==> src/rtl/core/slip_rdc_pkg.sv <==
package slip_rdc_pkg;

  // Default largest frame the deframer keeps
  localparam int unsigned MAX_FRAME_DEF = 64;

  // SLIP special bytes
  localparam logic [7:0] END_BYTE     = 8'hC0;
  localparam logic [7:0] ESC_BYTE     = 8'hDB;
  localparam logic [7:0] ESC_END_BYTE = 8'hDC;
  localparam logic [7:0] ESC_ESC_BYTE = 8'hDD;

  // Direction byte that marks a reply
  localparam logic [7:0] REPLY_DIR = 8'h01;

  // Configuration register indexes
  localparam int unsigned  CFG_IDX_W    = 2;
  localparam logic [1:0]   CFG_CAPACITY = 2'd0;
  localparam logic [1:0]   CFG_COMMAND  = 2'd1;
  localparam logic [1:0]   CFG_MIN_LEN  = 2'd2;

  // Configuration register reset values
  localparam logic [6:0] CAPACITY_RST = 7'd64;
  localparam logic [7:0] COMMAND_RST  = 8'd8;
  localparam logic [6:0] MIN_LEN_RST  = 7'd10;

  // Result kinds
  localparam logic KIND_DATA    = 1'b0;
  localparam logic KIND_SUMMARY = 1'b1;

  typedef struct packed {
    logic [6:0] capacity;
    logic [7:0] command;
    logic [6:0] min_len;
  } cfg_t;

  typedef struct packed {
    logic       kind;
    logic [7:0] data;
    logic [5:0] index;
    logic [6:0] length;
    logic       is_reply;
    logic       success;
    logic [7:0] reason;
  } result_t;

endpackage

==> src/rtl/core/slip_rdc_decode.sv <==
module slip_rdc_decode import slip_rdc_pkg::*; #(
  parameter int unsigned MaxFrame = MAX_FRAME_DEF
) (
  input  logic       clk_i,
  input  logic       rst_ni,
  input  logic       en_i,
  input  logic [7:0] byte_i,
  input  cfg_t       cfg_i,
  output logic       res_valid_o,
  output result_t    res_o
);

  localparam int unsigned CntW = $clog2(MaxFrame + 1);
  localparam int unsigned CmpW = (CntW > 7) ? CntW : 7;

  logic            open_q, open_d;
  logic            esc_q, esc_d;
  logic [CntW-1:0] count_q, count_d;
  logic [7:0]      first_q, first_d;
  logic [7:0]      second_q, second_d;
  logic [7:0]      penult_q, penult_d;
  logic [7:0]      final_q, final_d;

  logic [CmpW-1:0] count_ext;
  logic [CmpW-1:0] cap_raw;
  logic [CmpW-1:0] cap_eff;
  logic [CmpW-1:0] min_ext;
  logic            room;
  logic            two_plus;
  logic [7:0]      dec_byte;

  // widened views for compares
  assign count_ext = CmpW'(count_q);
  assign cap_raw   = CmpW'(cfg_i.capacity);
  assign cap_eff   = (cap_raw > CmpW'(MaxFrame)) ? CmpW'(MaxFrame) : cap_raw;
  assign min_ext   = CmpW'(cfg_i.min_len);
  assign room      = count_ext < cap_eff;
  assign two_plus  = count_ext >= CmpW'(2);

  // decoded byte: unescape only the second byte of an escape pair
  always_comb begin
    priority if (esc_q && (byte_i == ESC_END_BYTE)) dec_byte = END_BYTE;
    else if (esc_q && (byte_i == ESC_ESC_BYTE))     dec_byte = ESC_BYTE;
    else                                            dec_byte = byte_i;
  end

  // framing state machine and result build
  always_comb begin
    open_d      = open_q;
    esc_d       = esc_q;
    count_d     = count_q;
    first_d     = first_q;
    second_d    = second_q;
    penult_d    = penult_q;
    final_d     = final_q;
    res_valid_o = 1'b0;
    res_o       = '0;

    if (en_i) begin
      priority if (byte_i == END_BYTE) begin
        esc_d = 1'b0;
        priority if (!open_q) begin
          open_d  = 1'b1;
          count_d = '0;
        end else if (count_q != '0) begin
          // close the frame and summarize it
          res_valid_o    = 1'b1;
          res_o.kind     = KIND_SUMMARY;
          res_o.length   = count_ext[6:0];
          res_o.is_reply = two_plus && (count_ext >= min_ext) &&
                           (first_q == REPLY_DIR) && (second_q == cfg_i.command);
          res_o.success  = two_plus && (penult_q == 8'h00);
          res_o.reason   = final_q;
          open_d         = 1'b0;
          count_d        = '0;
        end else begin
          // empty frame: stay open
          open_d = open_q;
        end
      end else if (!open_q) begin
        // noise before an opening END
        open_d = open_q;
      end else if (!esc_q && (byte_i == ESC_BYTE)) begin
        esc_d = 1'b1;
      end else begin
        esc_d = 1'b0;
        if (room) begin
          if (count_q == '0) first_d = dec_byte;
          if (count_q == CntW'(1)) second_d = dec_byte;
          penult_d    = final_q;
          final_d     = dec_byte;
          count_d     = count_q + CntW'(1);
          res_valid_o = 1'b1;
          res_o.kind  = KIND_DATA;
          res_o.data  = esc_q ? dec_byte : byte_i;
          res_o.index = count_ext[5:0];
        end
      end
    end
  end

  always_ff @(posedge clk_i or negedge rst_ni) begin
    if (!rst_ni) begin
      open_q   <= 1'b0;
      esc_q    <= 1'b0;
      count_q  <= '0;
      first_q  <= '0;
      second_q <= '0;
      penult_q <= '0;
      final_q  <= '0;
    end else begin
      open_q   <= open_d;
      esc_q    <= esc_d;
      count_q  <= count_d;
      first_q  <= first_d;
      second_q <= second_d;
      penult_q <= penult_d;
      final_q  <= final_d;
    end
  end

endmodule

==> config.mk <==
export PLATFORM = sky130hd
export DESIGN_NAME = slip_rdc_decode
export DESIGN_NICKNAME = d
export VERILOG_FILES = /design/src/rtl/core/slip_rdc_pkg.sv /design/src/rtl/core/slip_rdc_decode.sv
export SDC_FILE = /design/constraint.sdc
export NUM_CORES = 1
export LEC_CHECK = 0
export CAP_MARGIN = 20
export CORE_MARGIN = 2
export CORE_UTILIZATION = 60
export CTS_BUF_LIST = sky130_fd_sc_hd__clkbuf_4
export CTS_CLUSTER_SIZE = 20
export DETAILED_ROUTE_END_ITERATION = 8
export DONT_BUFFER_PORTS = 1
export PLACE_DENSITY_LB_ADDON = 0.05
export SETUP_SLACK_MARGIN = 0.05
export SLEW_MARGIN = 30
export SYNTH_ARGS = -nofsm -noshare
export SYNTH_HDL_FRONTEND = slang
export SYNTH_SLANG_ARGS = --single-unit
==> constraint.sdc <==
create_clock -name clk_i -period 5.5 [get_ports clk_i]
set_input_delay 0.825 -clock clk_i [delete_from_list [all_inputs] [get_ports clk_i]]
set_output_delay 0.825 -clock clk_i [all_outputs]
set_load 0.05 [all_outputs]
==> impl_metrics.json <==
{
  "outcome": "complete, no violations",
  "cts_max_level": 2,
  "dp_hpwl_mm": 4.643,
  "cts_made_buffers": 5,
  "dieHeight_um": 69.96,
  "route.detailed.drc": 0,
  "setup_viol": 0,
  "clk_latency_ns": 0.34,
  "route.met2.wl_mm": 2.949,
  "cp-start-kind": "input pin",
  "die_width_um": 69.96,
  "cts_root_buf": "clkbuf_4",
  "drtPass1Iterations": 4,
  "drt_iter0_drc": 128,
  "initial_core_util_pct": 63.87,
  "drive_gt1_share_pct": 23.17,
  "dp.cells": 301,
  "yosys-top-cells-count": "dfrtp_1 (41), mux2_2 (28), and2_1 (20)",
  "fmax_mhz": 225.7,
  "wl_met1_mm": 2.617,
  "r2r_cells": 7,
  "overflow": 0,
  "ys_types": 45,
  "grt_first_pass_wirelength_mm": 10.07,
  "wl_mm": 6.068,
  "crit_path_start": "cfg_i[21]",
  "post_cts.repair.setup_buffers": 0,
  "gp_congestion": 0.9554,
  "clock_skew_ns": 0.007450,
  "nFillCells": 328,
  "synth.area.top_cells": "dfrtp_1 (39%), mux2_2 (12%), ha_1 (8.1%)",
  "dp_slack_ns": 1.097,
  "synth_edf_count": 0,
  "synth_warnings": 0,
  "worst_path_largest_cell_delay_ns": 0.77,
  "fin_cells": 309,
  "hp-class": "input pin to async pin",
  "p_per_area_nw_per_um2": 351.5,
  "slew_headroom_pct": 40.07,
  "timing.final.crit_period_ns": 4.431,
  "area_delta_synth_final_pct": 6.472,
  "viasPerCell": 6.447,
  "seq_area_frac_synth_pct": 39.31,
  "grt_setup_unrepaired": "no",
  "synth_ff_type": "dfrtp_1",
  "post_drt_wl_per_cell_um": 19.64,
  "dpl-instance-area_um2": 2724,
  "vias": 1992,
  "worstPathRequired_ns": 4.68,
  "cts_tree": "yes",
  "stdcell_area_um2": 2779,
  "yosys.area.top_type_share_pct": 39.31,
  "grt_util_all_layers_pct": 26.00,
  "wl_met3_um": 443,
  "grt_start_max_net_pins": 42,
  "yosys_register_bits": 41,
  "crit_type": "input pin to output port",
  "cts_hold_buffers": 0,
  "core_um2": 4086,
  "ant_nets": 0,
  "rows": 23,
  "leakage_nw": 1.315,
  "critPathCapture": "res_o[17]",
  "fin_tns_setup_ns": 0,
  "antenna_found_initial": 0,
  "cts.sinks": 41,
  "hold_violations": 0,
  "io_buffers": 0,
  "io_pins": 66,
  "synth_fp_nets": 297,
  "endpoint_kind": "output port",
  "die-area_um2": 4894,
  "syn_avg_cell_area_um2": 10.57,
  "cap_violations": 0,
  "fin_nets": 308,
  "maxSlewViolCount": 0,
  "power.total_mw": 0.9768,
  "slowest_stage": "nor2_1",
  "antenna_cells": 0,
  "synthCells": 247,
  "rr_startpoint": "count_ext[5]",
  "final_core_util_pct": 68.00,
  "yosysTopAreaCell": "dfrtp_1",
  "reg2reg_setup_slack_ns": 2.32,
  "tightest_slew_ns": 0.8957,
  "crit_path_max_fanout": 10,
  "synth_most_common_cell": "dfrtp_1",
  "postCtsResizedCells": 0,
  "synth_area_um2": 2610,
  "grt_pass1_vias": 2015,
  "crit_chain": "inv_1 > nand2_1 > ha_1 > a41oi_1 > o21ai_0 > a311o_1 > or3_1 > nor2_1",
  "top_layer_used": "met4",
  "arrival_ns": 3.61,
  "period_share_pct": 80.56,
  "ctsLongestPathBuffers": 2,
  "irDropWorstVdd_v": 0.0002753,
  "path_clk_slew_ns": 0.12,
  "setup_ws_ns": 1.069,
  "whs_ns": 0.1609,
  "synthArstFlopShare_pct": 100.0,
  "worstReg2RegEnd": "final_q[2]"
}
[power by group]
group	switching (mW)	internal (mW)	leakage [nW]	total, mW
logic	0.199	0.154	0.770	0.353
registers	0.0975	0.382	0.514	0.479
clock network	0.0969	0.0483	0.0310	0.145
total	0.393	0.584	1.32	0.977
[worst min path at each step]
| stage | endpoint | slack [ns] | startpoint | cells after the start |
|---|---|---|---|---|
| 2_1_floorplan | first_q[0] | 0.47 | first_q[0] | 1 |
| 3_3_place_gp | first_q[1] | 0.49 | first_q[1] | 1 |
| 3_5_place_dp | first_q[0] | 0.49 | first_q[0] | 1 |
| 4_1_cts | final_q[3] | 0.16 | rst_ni | 0 |
| 5_1_grt | final_q[3] | 0.11 | rst_ni | 0 |
| 6_report | count_ext[4] | 0.16 | rst_ni | 0 |
[critical path: cells and delay by family]
kind | cells | cell delay [ns]
AOI/OAI and AO/OA | 3 | 0.83
adders and majority gates | 1 | 0.32
buffers and inverters | 1 | 0.14
and+or+nand+nor | 3 | 1.49
[layer usage]
layer  global-route usage (%)  vias up
li1                         -      918
met1                    35.02      990
met2                    41.27       77
met3                    8.225        7
met4                    5.983        0
met5                        0        -
[registers in the layout, indices dropped and copies added (netlist names)]
register	cells
penult_q	8
final_q	8
second_q	8
open_q	1
esc_q	1
first_q	8
count_ext	7
[cell usage in the layout (no fill, tap or decap), types with 5 or more instances in the layout]
cell      Yosys  routed
mux2_2       28      28
clkbuf_4      0       5
nor4_1       10       7
nor2_1        9       9
ha_1         17      17
o21ai_0       6       6
nand4_1       5       5
and2_1       20      20
buf_4         1      10
nand3_1       5       5
nor3_1        7       7
nand2_1      15      15
inv_1        17      17
mux2i_1       5       5
and3_1        8       8
dfrtp_1      41      41
xor2_1        8       8
[cell type report]
type                            count  area, um^2  area share (%)
Multi-Input combinational cell    183        1496           53.85
Sequential cell                    41        1026           36.92
Timing Repair Buffer               10       75.07           2.701
Inverter                           17       63.81           2.296
Tap cell                           50       62.56           2.251
Clock buffer                        5       37.54           1.351
Clock inverter                      3       17.52          0.6303
[cells by family (layout without fill, tap and decap cells)]
family                     Yosys count  in the layout  synth area share (%)
AOI/OAI and AO/OA                   24             24                 6.568
xor gates and xnor gates             8              8                 2.685
adders and majority gates           17             17                 8.149
buffers and inverters               23             35                 4.075
DFF                                 41             41                 39.31
muxes                               37             37                 16.30
and+or+nand+nor                     97             97                 22.91
(Power assumes the default switching activity.)
